File: src/rtl/i2cmbe_pkg.sv
package i2cmbe_pkg;

  // Command codes, also the value of the running-operation register
  typedef enum logic [2:0] {
    OP_IDLE  = 3'd0,
    OP_START = 3'd1,
    OP_STOP  = 3'd2,
    OP_WRITE = 3'd3,
    OP_READ  = 3'd4
  } op_t;

  localparam int unsigned PHASE_BITS = 5;
  localparam int unsigned CFG_BITS   = 16;
  localparam logic [CFG_BITS-1:0] PHASE_TICKS_RST = 16'd10;

  // Sequence lengths in bus phases
  localparam logic [PHASE_BITS-1:0] LEN_START = 5'd3;
  localparam logic [PHASE_BITS-1:0] LEN_STOP  = 5'd4;
  localparam logic [PHASE_BITS-1:0] LEN_WRITE = 5'd27;
  localparam logic [PHASE_BITS-1:0] LEN_READ  = 5'd19;

  // Write phase layout
  localparam logic [PHASE_BITS-1:0] WR_ACK_REL  = 5'd24;
  localparam logic [PHASE_BITS-1:0] WR_ACK_HIGH = 5'd25;
  // Read phase layout
  localparam logic [PHASE_BITS-1:0] RD_ACK_DRV  = 5'd16;
  localparam logic [PHASE_BITS-1:0] RD_ACK_HIGH = 5'd17;

  // Slot within a three-phase data bit
  typedef enum logic [1:0] {
    SLOT_DATA = 2'd0,
    SLOT_HIGH = 2'd1,
    SLOT_LOW  = 2'd2
  } slot_t;

  typedef struct packed {
    logic       tick;
    logic [2:0] req_type;
    logic [7:0] tx_byte;
    logic       send_ack;
    logic       sda_in;
  } in_t;

  typedef struct packed {
    logic       scl_level;
    logic       sda_level;
    logic       sda_drive;
    logic       busy_res;
    logic       done_res;
    logic [7:0] rx_byte;
    logic       ack_seen;
  } out_t;

  typedef struct packed {
    logic scl;
    logic sda;
    logic drv;
  } pins_t;

  // Engine status seen by the top level
  typedef struct packed {
    op_t                   op;
    logic [PHASE_BITS-1:0] phase_index;
  } status_t;

  function automatic logic [PHASE_BITS-1:0] seq_length(input op_t op);
    logic [PHASE_BITS-1:0] len;
    case (op)
      OP_START: len = LEN_START;
      OP_STOP:  len = LEN_STOP;
      OP_WRITE: len = LEN_WRITE;
      OP_READ:  len = LEN_READ;
      default:  len = '0;
    endcase
    return len;
  endfunction

  // Phase within a write data bit (only meaningful below WR_ACK_REL)
  function automatic slot_t bit_slot(input logic [PHASE_BITS-1:0] idx);
    slot_t s;
    case (idx)
      5'd0, 5'd3, 5'd6, 5'd9, 5'd12, 5'd15, 5'd18, 5'd21: s = SLOT_DATA;
      5'd1, 5'd4, 5'd7, 5'd10, 5'd13, 5'd16, 5'd19, 5'd22: s = SLOT_HIGH;
      default: s = SLOT_LOW;
    endcase
    return s;
  endfunction

endpackage

File: src/rtl/i2cmbe_core.sv
module i2cmbe_core #(
  parameter int unsigned TIMER_BITS = 16
) (
  input  logic                                 clk,
  input  logic                                 rst,
  input  logic                                 step,
  input  i2cmbe_pkg::in_t                      item,
  input  logic [i2cmbe_pkg::CFG_BITS-1:0]      phase_ticks,
  output i2cmbe_pkg::out_t                     res,
  output i2cmbe_pkg::status_t                  status
);

  localparam int unsigned CW = ((TIMER_BITS > i2cmbe_pkg::CFG_BITS) ?
                                TIMER_BITS : i2cmbe_pkg::CFG_BITS) + 1;
  localparam logic [CW-1:0] CAP = CW'(1) << TIMER_BITS;

  logic [TIMER_BITS-1:0]              phase_timer, phase_timer_next;
  logic [i2cmbe_pkg::PHASE_BITS-1:0]  phase_index, phase_index_next;
  i2cmbe_pkg::op_t                    current_op, current_op_next;
  logic [7:0]                         shift_reg, shift_reg_next;
  logic                               ack_choice, ack_choice_next;
  logic                               ack_flag, ack_flag_next;
  i2cmbe_pkg::pins_t                  pins, pins_next;
  logic [7:0]                         rx_hold, rx_hold_next;

  logic [CW-1:0]                      timer_inc;
  logic [CW-1:0]                      period;
  logic [i2cmbe_pkg::PHASE_BITS-1:0]  idx_inc;
  logic [i2cmbe_pkg::PHASE_BITS-1:0]  enter_idx;
  logic                               enter;
  logic                               done;
  logic                               req_ok;

  assign timer_inc = CW'(phase_timer) + CW'(1);
  assign idx_inc   = phase_index + 5'd1;
  assign req_ok    = (item.req_type >= 3'(i2cmbe_pkg::OP_START)) &&
                     (item.req_type <= 3'(i2cmbe_pkg::OP_READ));

  always_comb begin
    if (phase_ticks == '0) begin
      period = CW'(1);
    end else if (CW'(phase_ticks) > CAP) begin
      period = CAP;
    end else begin
      period = CW'(phase_ticks);
    end
  end

  always_comb begin
    phase_timer_next = phase_timer;
    phase_index_next = phase_index;
    current_op_next  = current_op;
    shift_reg_next   = shift_reg;
    ack_choice_next  = ack_choice;
    ack_flag_next    = ack_flag;
    pins_next        = pins;
    rx_hold_next     = rx_hold;
    enter            = 1'b0;
    enter_idx        = '0;
    done             = 1'b0;

    if (current_op == i2cmbe_pkg::OP_IDLE) begin
      if (req_ok) begin
        current_op_next  = i2cmbe_pkg::op_t'(item.req_type);
        phase_timer_next = '0;
        phase_index_next = '0;
        ack_choice_next  = item.send_ack;
        shift_reg_next   = (item.req_type == 3'(i2cmbe_pkg::OP_WRITE)) ?
                           item.tx_byte : 8'h00;
        enter            = 1'b1;
      end
    end else if (item.tick) begin
      if (timer_inc >= period) begin
        phase_timer_next = '0;
        if (idx_inc >= i2cmbe_pkg::seq_length(current_op)) begin
          if (current_op == i2cmbe_pkg::OP_WRITE) begin
            pins_next.drv = 1'b1;
          end else if (current_op == i2cmbe_pkg::OP_READ) begin
            rx_hold_next = shift_reg;
          end
          current_op_next  = i2cmbe_pkg::OP_IDLE;
          phase_index_next = '0;
          done             = 1'b1;
        end else begin
          phase_index_next = idx_inc;
          enter            = 1'b1;
          enter_idx        = idx_inc;
        end
      end else begin
        phase_timer_next = timer_inc[TIMER_BITS-1:0];
      end
    end

    // Pin changes at the start of a phase
    if (enter) begin
      case (current_op_next)
        i2cmbe_pkg::OP_START: begin
          if (enter_idx == 5'd0) begin
            pins_next = '{scl: 1'b1, sda: 1'b1, drv: 1'b1};
          end else if (enter_idx == 5'd1) begin
            pins_next.sda = 1'b0;
          end else begin
            pins_next.scl = 1'b0;
          end
        end
        i2cmbe_pkg::OP_STOP: begin
          if (enter_idx == 5'd0) begin
            pins_next.scl = 1'b0;
          end else if (enter_idx == 5'd1) begin
            pins_next.sda = 1'b0;
            pins_next.drv = 1'b1;
          end else if (enter_idx == 5'd2) begin
            pins_next.scl = 1'b1;
          end else begin
            pins_next.sda = 1'b1;
          end
        end
        i2cmbe_pkg::OP_WRITE: begin
          if (enter_idx < i2cmbe_pkg::WR_ACK_REL) begin
            case (i2cmbe_pkg::bit_slot(enter_idx))
              i2cmbe_pkg::SLOT_DATA: begin
                pins_next.sda  = shift_reg_next[7];
                pins_next.drv  = 1'b1;
                shift_reg_next = {shift_reg_next[6:0], 1'b0};
              end
              i2cmbe_pkg::SLOT_HIGH: pins_next.scl = 1'b1;
              default:               pins_next.scl = 1'b0;
            endcase
          end else if (enter_idx == i2cmbe_pkg::WR_ACK_REL) begin
            pins_next.drv = 1'b0;
          end else if (enter_idx == i2cmbe_pkg::WR_ACK_HIGH) begin
            pins_next.scl = 1'b1;
          end else begin
            // SCL falls after the acknowledge clock: sample the slave's answer
            ack_flag_next = item.sda_in;
            pins_next.scl = 1'b0;
          end
        end
        i2cmbe_pkg::OP_READ: begin
          if (enter_idx == 5'd0) begin
            pins_next.drv = 1'b0;
          end else if (enter_idx < i2cmbe_pkg::RD_ACK_DRV) begin
            if (enter_idx[0]) begin
              pins_next.scl  = 1'b1;
              shift_reg_next = {shift_reg_next[6:0], item.sda_in};
            end else begin
              pins_next.scl = 1'b0;
            end
          end else if (enter_idx == i2cmbe_pkg::RD_ACK_DRV) begin
            pins_next.scl = 1'b0;
            pins_next.drv = 1'b1;
            pins_next.sda = ~ack_choice_next;
          end else if (enter_idx == i2cmbe_pkg::RD_ACK_HIGH) begin
            pins_next.scl = 1'b1;
          end else begin
            pins_next.scl = 1'b0;
          end
        end
        default: ;
      endcase
    end
  end

  always_ff @(posedge clk) begin
    if (rst) begin
      phase_timer <= '0;
      phase_index <= '0;
      current_op  <= i2cmbe_pkg::OP_IDLE;
      shift_reg   <= '0;
      ack_choice  <= 1'b0;
      ack_flag    <= 1'b0;
      pins        <= '{scl: 1'b1, sda: 1'b1, drv: 1'b1};
      rx_hold     <= '0;
    end else if (step) begin
      phase_timer <= phase_timer_next;
      phase_index <= phase_index_next;
      current_op  <= current_op_next;
      shift_reg   <= shift_reg_next;
      ack_choice  <= ack_choice_next;
      ack_flag    <= ack_flag_next;
      pins        <= pins_next;
      rx_hold     <= rx_hold_next;
    end
  end

  // Result reflects the state after this item
  assign res.scl_level = pins_next.scl;
  assign res.sda_level = pins_next.sda;
  assign res.sda_drive = pins_next.drv;
  assign res.busy_res  = (current_op_next != i2cmbe_pkg::OP_IDLE);
  assign res.done_res  = done;
  assign res.rx_byte   = rx_hold_next;
  assign res.ack_seen  = ack_flag_next;

  assign status.op          = current_op;
  assign status.phase_index = phase_index;

endmodule

File: src/rtl/i2c_master_bit_engine_top.sv
// I2C master bit engine. While idle, one command (start, stop, write byte,
// read byte) is taken from an input transaction; every later transaction with
// tick set counts one timebase tick, and after phase_ticks ticks (zero counts
// as one, saturating at 2^TIMER_BITS) the next SCL/SDA phase is applied.
// Start is 3 phases, stop 4, write 27 (8 bits MSB first, 3 phases each, then
// a released acknowledge slot whose level is reported in ack_seen), read 19
// (release, 8 data bits sampling SDA on the rising SCL, then one driven
// ACK/NACK bit chosen by send_ack). Each input transaction yields exactly one
// output transaction carrying the pin levels and status after it. Throughput
// is one transaction per clock while not stalled; each result is held in the
// output register. The input is stalled only while that register holds a
// result the downstream side is stalling. phase_ticks is written over the cfg
// channel and must only change while the engine is idle.
module i2c_master_bit_engine_top #(
  parameter int unsigned TIMER_BITS = 16
) (
  input  logic                             clk,
  input  logic                             rst,
  // command / tick stream
  input  logic                             in_valid,
  output logic                             in_stall,
  input  i2cmbe_pkg::in_t                  in_data,
  // per-item result stream
  output logic                             out_valid,
  input  logic                             out_stall,
  output i2cmbe_pkg::out_t                 out_data,
  // phase_ticks register write
  input  logic                             cfg_valid,
  output logic                             cfg_ready,
  input  logic [i2cmbe_pkg::CFG_BITS-1:0]  cfg_data
);

  logic [i2cmbe_pkg::CFG_BITS-1:0] phase_ticks;
  logic                            in_accept;
  logic                            out_take;
  i2cmbe_pkg::out_t                res;
  i2cmbe_pkg::status_t             status;

  // Result slot frees in the same cycle it is taken
  assign out_take  = out_valid && !out_stall;
  assign in_stall  = out_valid && out_stall;
  assign in_accept = in_valid && !in_stall;
  assign cfg_ready = 1'b1;

  always_ff @(posedge clk) begin
    if (rst) begin
      phase_ticks <= i2cmbe_pkg::PHASE_TICKS_RST;
    end else if (cfg_valid && cfg_ready) begin
      phase_ticks <= cfg_data;
    end
  end

  i2cmbe_core #(
    .TIMER_BITS (TIMER_BITS)
  ) u_core (
    .clk         (clk),
    .rst         (rst),
    .step        (in_accept),
    .item        (in_data),
    .phase_ticks (phase_ticks),
    .res         (res),
    .status      (status)
  );

  // Output register
  always_ff @(posedge clk) begin
    if (rst) begin
      out_valid <= 1'b0;
    end else if (in_accept) begin
      out_valid <= 1'b1;
    end else if (out_take) begin
      out_valid <= 1'b0;
    end
  end

  always_ff @(posedge clk) begin
    if (in_accept) begin
      out_data <= res;
    end
  end

  // Every accepted transaction produces a result next cycle
  a_result_follows: assert property (@(posedge clk) disable iff (rst)
    in_accept |=> out_valid)
    else $error("accepted transaction produced no result");

  // Completion always returns the engine to idle
  a_done_idle: assert property (@(posedge clk) disable iff (rst)
    (in_accept && res.done_res) |=> (status.op == i2cmbe_pkg::OP_IDLE))
    else $error("engine still busy after done");

  // Phase index stays inside the running sequence, and parks at zero in idle
  a_phase_range: assert property (@(posedge clk) disable iff (rst)
    (status.op != i2cmbe_pkg::OP_IDLE) |->
      (status.phase_index < i2cmbe_pkg::seq_length(status.op)))
    else $error("phase index beyond sequence length");

  a_idle_phase: assert property (@(posedge clk) disable iff (rst)
    (status.op == i2cmbe_pkg::OP_IDLE) |-> (status.phase_index == '0))
    else $error("phase index nonzero while idle");

endmodule

File: config.mk
export PLATFORM = sky130hd
export DESIGN_NAME = i2c_master_bit_engine_top
export DESIGN_NICKNAME = d
export VERILOG_FILES = /design/src/rtl/i2cmbe_pkg.sv /design/src/rtl/i2cmbe_core.sv /design/src/rtl/i2c_master_bit_engine_top.sv
export SDC_FILE = /design/constraint.sdc
export NUM_CORES = 1
export LEC_CHECK = 0
export ABC_AREA = 1
export BUFFER_PORTS_ARGS = -buffer_cell sky130_fd_sc_hd__clkbuf_2
export CAP_MARGIN = 30
export CORE_ASPECT_RATIO = 1.5
export CORE_MARGIN = 4
export CORE_UTILIZATION = 55
export CTS_CLUSTER_DIAMETER = 200
export DETAILED_ROUTE_END_ITERATION = 16
export GPL_TIMING_DRIVEN = 1
export PLACE_DENSITY = 0.73
export RECOVER_POWER = 50
export SLEW_MARGIN = 10
export SYNTH_ARGS = -nofsm -noshare
export SYNTH_HDL_FRONTEND = slang
export SYNTH_SLANG_ARGS = --single-unit
File: constraint.sdc
create_clock -name clk -period 4.41 [get_ports clk]
set_input_delay 0.2205 -clock clk [delete_from_list [all_inputs] [get_ports clk]]
set_output_delay 0.2205 -clock clk [all_outputs]
set_load 0.03 [all_outputs]
# Word level (Yosys, flattened, before mapping)
# Memory sizes are Yosys's and may differ from the RTL's.
# Cells that the tools add are included.
# word_totals
regBits	76
latch_bits	0
mem_bits_rw	0
romBits	64
in_bits	35
output_inout_bits	17
word_cells	157
mem_count	1
# memory_table
memory	depth	word_bits	rd	rd_clocked_by_memory_dff	wr	line_no	source
(no name shown)	32	2	1	0	0	i2cmbe_pkg.sv:81	case (idx)
# classes
add_sub_neg	2
mul	0
div_mod_pow	0
magnitude_cmp	7
eq_ne	17
shift	0
n_mux	91
bitwise	3
reduce_logical	17
# ops
cell	n
8-bit two-way mux	15
16-bit two-way mux	4
5-bit two-way mux	11
1-bit two-way mux	40
17-bit two-way mux	2
5-bit == test, second input constant	4
5-bit case mux with 4 select lines	1
2-bit two-way mux	9
3-bit two-way mux	6
16-bit by 1-bit adder with 17-bit output, second input constant	1
17-bit greater-or-equal comparator	1
16-bit by 17-bit > comparator with 1-bit output, second input constant	1
16-bit logical NOT	1
8-bit case mux with 2 select lines	1
3-bit by 2-bit == test with 1-bit output, second input constant	5
3-bit case mux with 4 select lines	1
5-bit < comparator, second input constant	2
3-bit by 1-bit == test with 1-bit output, second input constant	2
3-bit == test, second input constant	2
2-bit nonzero test	3
5-bit by 1-bit adder with 5-bit output, second input constant	1
5-bit by 1-bit == test with 1-bit output, second input constant	1
5-bit by 2-bit == test with 1-bit output, second input constant	1
5-bit greater-or-equal comparator	1
other kinds (15)	21

# Longest topological paths before layout
# depth
word_depth	21
mapped_depth	33
depth_no_buf	33

# Hierarchy
# From an unflattened synthesis, not the netlist that was laid out.
# hier_totals
cells_unflattened	762
hier_area_um2	5200.0
# by_module_without_submodules
module	n_inst	cells_per_inst	area_per_inst_um2	seq_area_each_um2
i2cmbe_core	1	642	4071.4	900.9
i2c_master_bit_engine_top	1	120	1128.6	760.7

# Worst setup path before layout
# Ideal clock, no wire load.
# synth_timing
kind	reg2reg
start	reg u_core.phase_timer[0]
end	reg out_data[11] (netlist name), data pin
setup_time_ps	262
arrival_ps	3522
required_ps	4148
setup_slack_ps	626
stages_incl_launch_ff	28
n_path_buf	0
synth_period_minus_slack_ps	3784
path_cell_list	dfxtp_1 > nand3_1 > inv_1 > nand2_1 > nor3_1 > nand4_1 > nor2_1 > nand3_1 > xnor2_1 > ha_1 > inv_1 > nor2_1 > nor2_1 > nand3_1 > nor2_2 > nand2_8 > nand3_2 > inv_1 > nand2_1 > inv_1 > ha_1 > nand4_1 > nand3_1 > nand3_1 > nand2_1 > nor2_2 > o21ai_0 > a21boi_1
# synth_lines
element	line_no	source
from (decl)	i2cmbe_core.sv:17	logic [TIMER_BITS-1:0] phase_timer, phase_timer_next;
from (signal assigned)	i2cmbe_core.sv:175	phase_timer <= phase_timer_next;
to (signal assigned)	i2c_master_bit_engine_top.sv:78	out_data <= res;
to (decl)	i2c_master_bit_engine_top.sv:26	output i2cmbe_pkg::out_t out_data,

# Worst setup path in the final report
# layout_timing
start	reg u_core.phase_timer[2]
end	reg u_core.shift_reg[4]
# layout_between
elab_chain_len	14
elab_cells_between_ends	28
cone_classes	1 x add/sub; 3 x order compare; 2 x eq/ne; 19 x mux; 2 x reduce/logical; 1 x memory
# layout_lines
element	line_no	source
16-bit by 1-bit adder with 17-bit output (*)	i2cmbe_core.sv:34	assign timer_inc = CW'(phase_timer) + CW'(1);
17-bit greater-or-equal comparator (*)	i2cmbe_core.sv:73	if (timer_inc >= period) begin
5-bit two-way mux	i2cmbe_core.sv:73	
5-bit two-way mux	i2cmbe_core.sv:72	end else if (item.tick) begin
5-bit two-way mux	i2cmbe_core.sv:62	if (current_op == i2cmbe_pkg::OP_IDLE) begin
memory read 32 x 2 bit	n/a	
2-bit two-way mux	i2cmbe_core.sv:119	if (enter_idx < i2cmbe_pkg::WR_ACK_REL) begin
2-bit two-way mux	i2cmbe_core.sv:96	case (current_op_next)
2-bit two-way mux	i2cmbe_core.sv:95	if (enter) begin
2-bit logical NOT	i2cmbe_core.sv:120	case (i2cmbe_pkg::bit_slot(enter_idx))
8-bit two-way mux	i2cmbe_core.sv:120	
8-bit two-way mux	i2cmbe_core.sv:119	
8-bit case mux with 2 select lines	i2cmbe_core.sv:96	
8-bit two-way mux (*)	i2cmbe_core.sv:95	
to (signal assigned)	i2cmbe_core.sv:178	shift_reg <= shift_reg_next;
to (decl)	i2cmbe_core.sv:20	logic [7:0] shift_reg, shift_reg_next;
# Every way passes the cells marked *; elsewhere a longest branch is shown, timed or not. The select of a mux whose other input is x is not followed.
# A chain may end at the register's enable or synchronous reset.

==> summary.md <==
| Metric | Value |
|---|---|
| Status | finished, violations left |
| Failing checks | capacitance limit, slew limit |
| Gr usage total | 23.9% |
| Synth Register Bits | 76 |
| Crit-path leading delay family | simple AND/OR/NAND/NOR gates |
| Count leader, synth | nand2_1 |
| Share of the synthesized area in the top cell type | 25.8% |
| Die Wd | approximately 84 um |
| WL per Instance | roughly 14 um |
| Routability cong. | 0.979 |
| Pin count of the biggest net entering global routing | 40 |
| Max Root-Sink Buffers | 2 |
| Slew margin rel. | -23.5% |
| Crit end category | register |
| FMAX | 241 MHz |
| Hold wc startpoint | cfg_data[1] |
| First-pass GRT wire length | around 20000 um |
| Dpl cell area | ~0.005 mm2 |
| Avg Cell Area, Syn | 6.99 um2 |
| Crit path kind | reg2reg |
| Final ANT Viol Nets | 0 |
| Biggest regs | phase_ticks x16, u_core.phase_timer x16, out_data x14 |
| Hold Path Depth | 3 |
| Async set-reset flop share out of synthesis | 0% |
| Crit-path most repeated cell | nand2_1 |
| Synth Warn # | 0 |
| Critical path's slowest cell | dfxtp_4 |
| Setup-failing EPs final | 0 |
| Worst skew pair latency | 0.34 ns |
| Share of cells above drive strength 1 | 15.1% |
| N_diodes | 0 |
| CP peak stage delay | ~0.36 ns |
| Worst vdd ir | roughly 0.24 mV |
| CP max FO | 8 |
| Final cell count without fillers | 850 |
| Period utilization | between 90% and 100% |
| Worst Hold Endpoint | phase_ticks[1]$_SDFFE_PP1P_ |
| Worst EP arrival | roughly 4.4 ns |
| GRT overflow | 0 |
| Rows | between 40 and 50 |
| Via count of the first global-routing pass | 4500 |
| Final instance area | approximately 0.0055 mm2 |
| Synthesized area | ~0.0048 mm2 |
| Vias | 4607 |
| Post-synth top cells | 149 x nand2_1, 110 x inv_1, 74 x a21oi_1 |
| Startpoint Class | register |
| Final hold vios | 0 |
| Sinks on Clock Net | 76 |
| Number of remaining DRC errors | 0 |
| Port bufs | 50 |
| Static leakage | ~2.6 nW |
| CTS Buf Count | 9 |
| I/O pin total | 52 |
| Drt total wl | between 10000 and 15000 um |
| Chip height | 123 um |
| Number of synthesized flops with an enable pin | 14 |
| Flop-to-flop setup slack | approximately 0.26 ns |
| Yosys cell types | 45 |
| Placed cells | between 800 and 900 |
| Setup TNS | 0 ns |
| Leading area contributor after synthesis | dfxtp_1 |
| Drt via density | between 5 and 6 |
| Worst min path class | in2reg |
| Worst EP required | between 4 and 5 ns |
| Sequential share of the synthesized area | approximately a third |
| Pins Over Slew Limit | 40 |
| End of the worst register-to-register path | u_core.shift_reg[4]$_SDFFE_PP0P_ |
| Reg2Reg Depth | 30 |
| CP Buf/Inv Count | 4 |
| Clock transition at path regs | roughly 0.060 ns |
| Drt first-iter violations | approximately 190 |
| CTS tree | built |
| FF-to-FF Start | u_core.phase_timer[2]$_SDFFE_PP0P_ |
| Syn Inst Count | between 600 and 700 |
| Minimum clock period | between 4 and 5 ns |
| Max-cap violations | 1 |
| Initial antenna violation count | 0 |
| Layout net count | 799 |
| Final Skew | between 0.01 and 0.015 ns |
| CTS root buf | clkbuf_16 |
| Post-synth top flop | dfxtp_1 |
| P&R area growth vs syn | 15.3% |
| Initial DRT Pass Iterations | 4 |
| Core box area | around 0.0085 mm2 |
| Slew @ Worst Pin | ~1.9 ns |
| Detailed Place HPWL | 8950 um |
| H-tree depth | 3 |
| Ranking of synthesized cells by area | dfxtp_1 26%, nand2_1 12%, edfxtp_1 8.7%, inv_1 8.6%, a21oi_1 7.7% |
| Cell Pwr Density | between 300 and 400 mW/mm2 |
| Initial Util | 56.8% |
| Total die area | about 0.010 mm2 |
| Post-Syn Nets | roughly 750 |
| # fillers | just under 800 |
-- cell usage in the layout (no fill, tap or decap), types with 2 or more instances in the layout --
cell	synthesis	final
a21o_1	2	2
nand2_4	2	3
clkinv_2	1	2
nor3_2	2	2
nand3_4	1	2
nor2_4	2	4
clkbuf_16	0	10
nor2_1	37	33
a21oi_4	2	2
xor2_1	7	7
inv_2	4	6
clkinvlp_4	0	2
o211ai_1	4	4
a21oi_2	1	2
nand2_2	7	9
o21ai_1	3	4
o22ai_1	2	2
a21boi_1	2	2
ha_1	26	26
nand4_1	13	13
nand2_1	149	146
dfxtp_4	0	2
inv_1	110	108
nor2_2	9	11
clkbuf_1	10	18
xnor2_2	0	2
buf_4	2	7
edfxtp_1	14	14
dfxtp_1	62	59
a21oi_1	74	73
nand3_1	36	34
xnor2_1	9	7
nand3_2	5	6
o21ai_0	64	63
nor3_1	7	6
nor4_1	2	2
clkbuf_2	0	33
-- power breakdown --
| part | switching, W | leakage [nW] | internal (W) | total [W] |
|---|---|---|---|---|
| clock | 0.000294 | 0.147 | 0.000474 | 0.000767 |
| sequential | 0.0000233 | 0.648 | 0.000752 | 0.000775 |
| combinational | 0.000233 | 1.84 | 0.0000990 | 0.000332 |
-- logic make-up (layout without fill, tap and decap cells) --
family | after synthesis | count (layout) | synth area share (%)
compound gates | 160 | 160 | 18.2
xor+xnor | 16 | 16 | 2.91
fa+ha+maj | 26 | 26 | 6.77
buf+inv | 133 | 188 | 10.7
flops | 76 | 76 | 34.6
mux | 1 | 1 | 0.208
other cells | 1 | 1 | 0.0780
simple gates | 275 | 275 | 26.6
-- layer usage --
| layer | wire length [um] | share of wire (%) | global-route usage, % | up-vias |
|---|---|---|---|---|
| li1 | - | - | - | 2350 |
| met1 | 4670 | 39 | 25.3 | 2124 |
| met2 | 6590 | 55 | 43.9 | 111 |
| met3 | 380 | 3.2 | 4.30 | 22 |
| met4 | 422 | 3.5 | 13.9 | 0 |
| met5 | 0 | 0 | 0 | - |
-- layout make-up --
cell class	instances	area, um2	share of cell area, %
clock buffers	11	254	4.58
clock inverters	5	58.8	1.06
inverters	115	433	7.81
multi-input cells	479	2710	48.9
flip-flops and latches	76	1670	30.1
well taps	107	134	2.41
repair buffers	57	282	5.08
-- timing repair --
| item | CTS | global route |
|---|---|---|
| buffers inserted | 0 | 2 |
| setup endpoints to repair | 0 | 16 |
| resized for setup | 0 | 26 |
| hold buffers | 0 | 0 |
-- worst reg2reg max path: cells and delay by family, from the launching register on --
family                   cells  cell delay, ns
XOR/XNOR                     1            0.15
adder cells (fa/ha/maj)      2            0.62
AO/OA/AOI/OAI                1            0.06
AND/OR/NAND/NOR             22            2.56
buffers and inverters        4            0.29
flip-flops                   1            0.36
-- per-stage QoR --
step	util (%)	power [W]	setup slack (ns)	hold WS (ns)
final	65.5	0.00188	0.260	0.112
after floorplan	-	0.00103	0.626	0.332
after global placement	60.9	0.00111	0.253	0.450
after detailed placement	60.9	0.00112	0.0535	0.459
after CTS	64.6	0.00189	0.0536	0.103
after global routing	65.5	0.00197	-0.0318	0.124
-- worst max-delay path by stage --
stage / from / end / cells after the start
6_report: u_core.phase_timer[2]$_SDFFE_PP0P_ / u_core.shift_reg[4]$_SDFFE_PP0P_ / 30
5_1_grt: u_core.phase_timer[2]$_SDFFE_PP0P_ / u_core.shift_reg[4]$_SDFFE_PP0P_ / 31
4_1_cts: u_core.phase_timer[0]$_SDFFE_PP0P_ / out_data[12]$_DFFE_PP_ / 31
3_5_place_dp: u_core.phase_timer[0]$_SDFFE_PP0P_ / out_data[12]$_DFFE_PP_ / 31
3_3_place_gp: u_core.phase_timer[0]$_SDFFE_PP0P_ / out_data[12]$_DFFE_PP_ / 31
2_1_floorplan: u_core.phase_timer[0]$_SDFFE_PP0P_ / out_data[11]$_DFFE_PP_ / 27
Power figures use the tool's default switching activity.
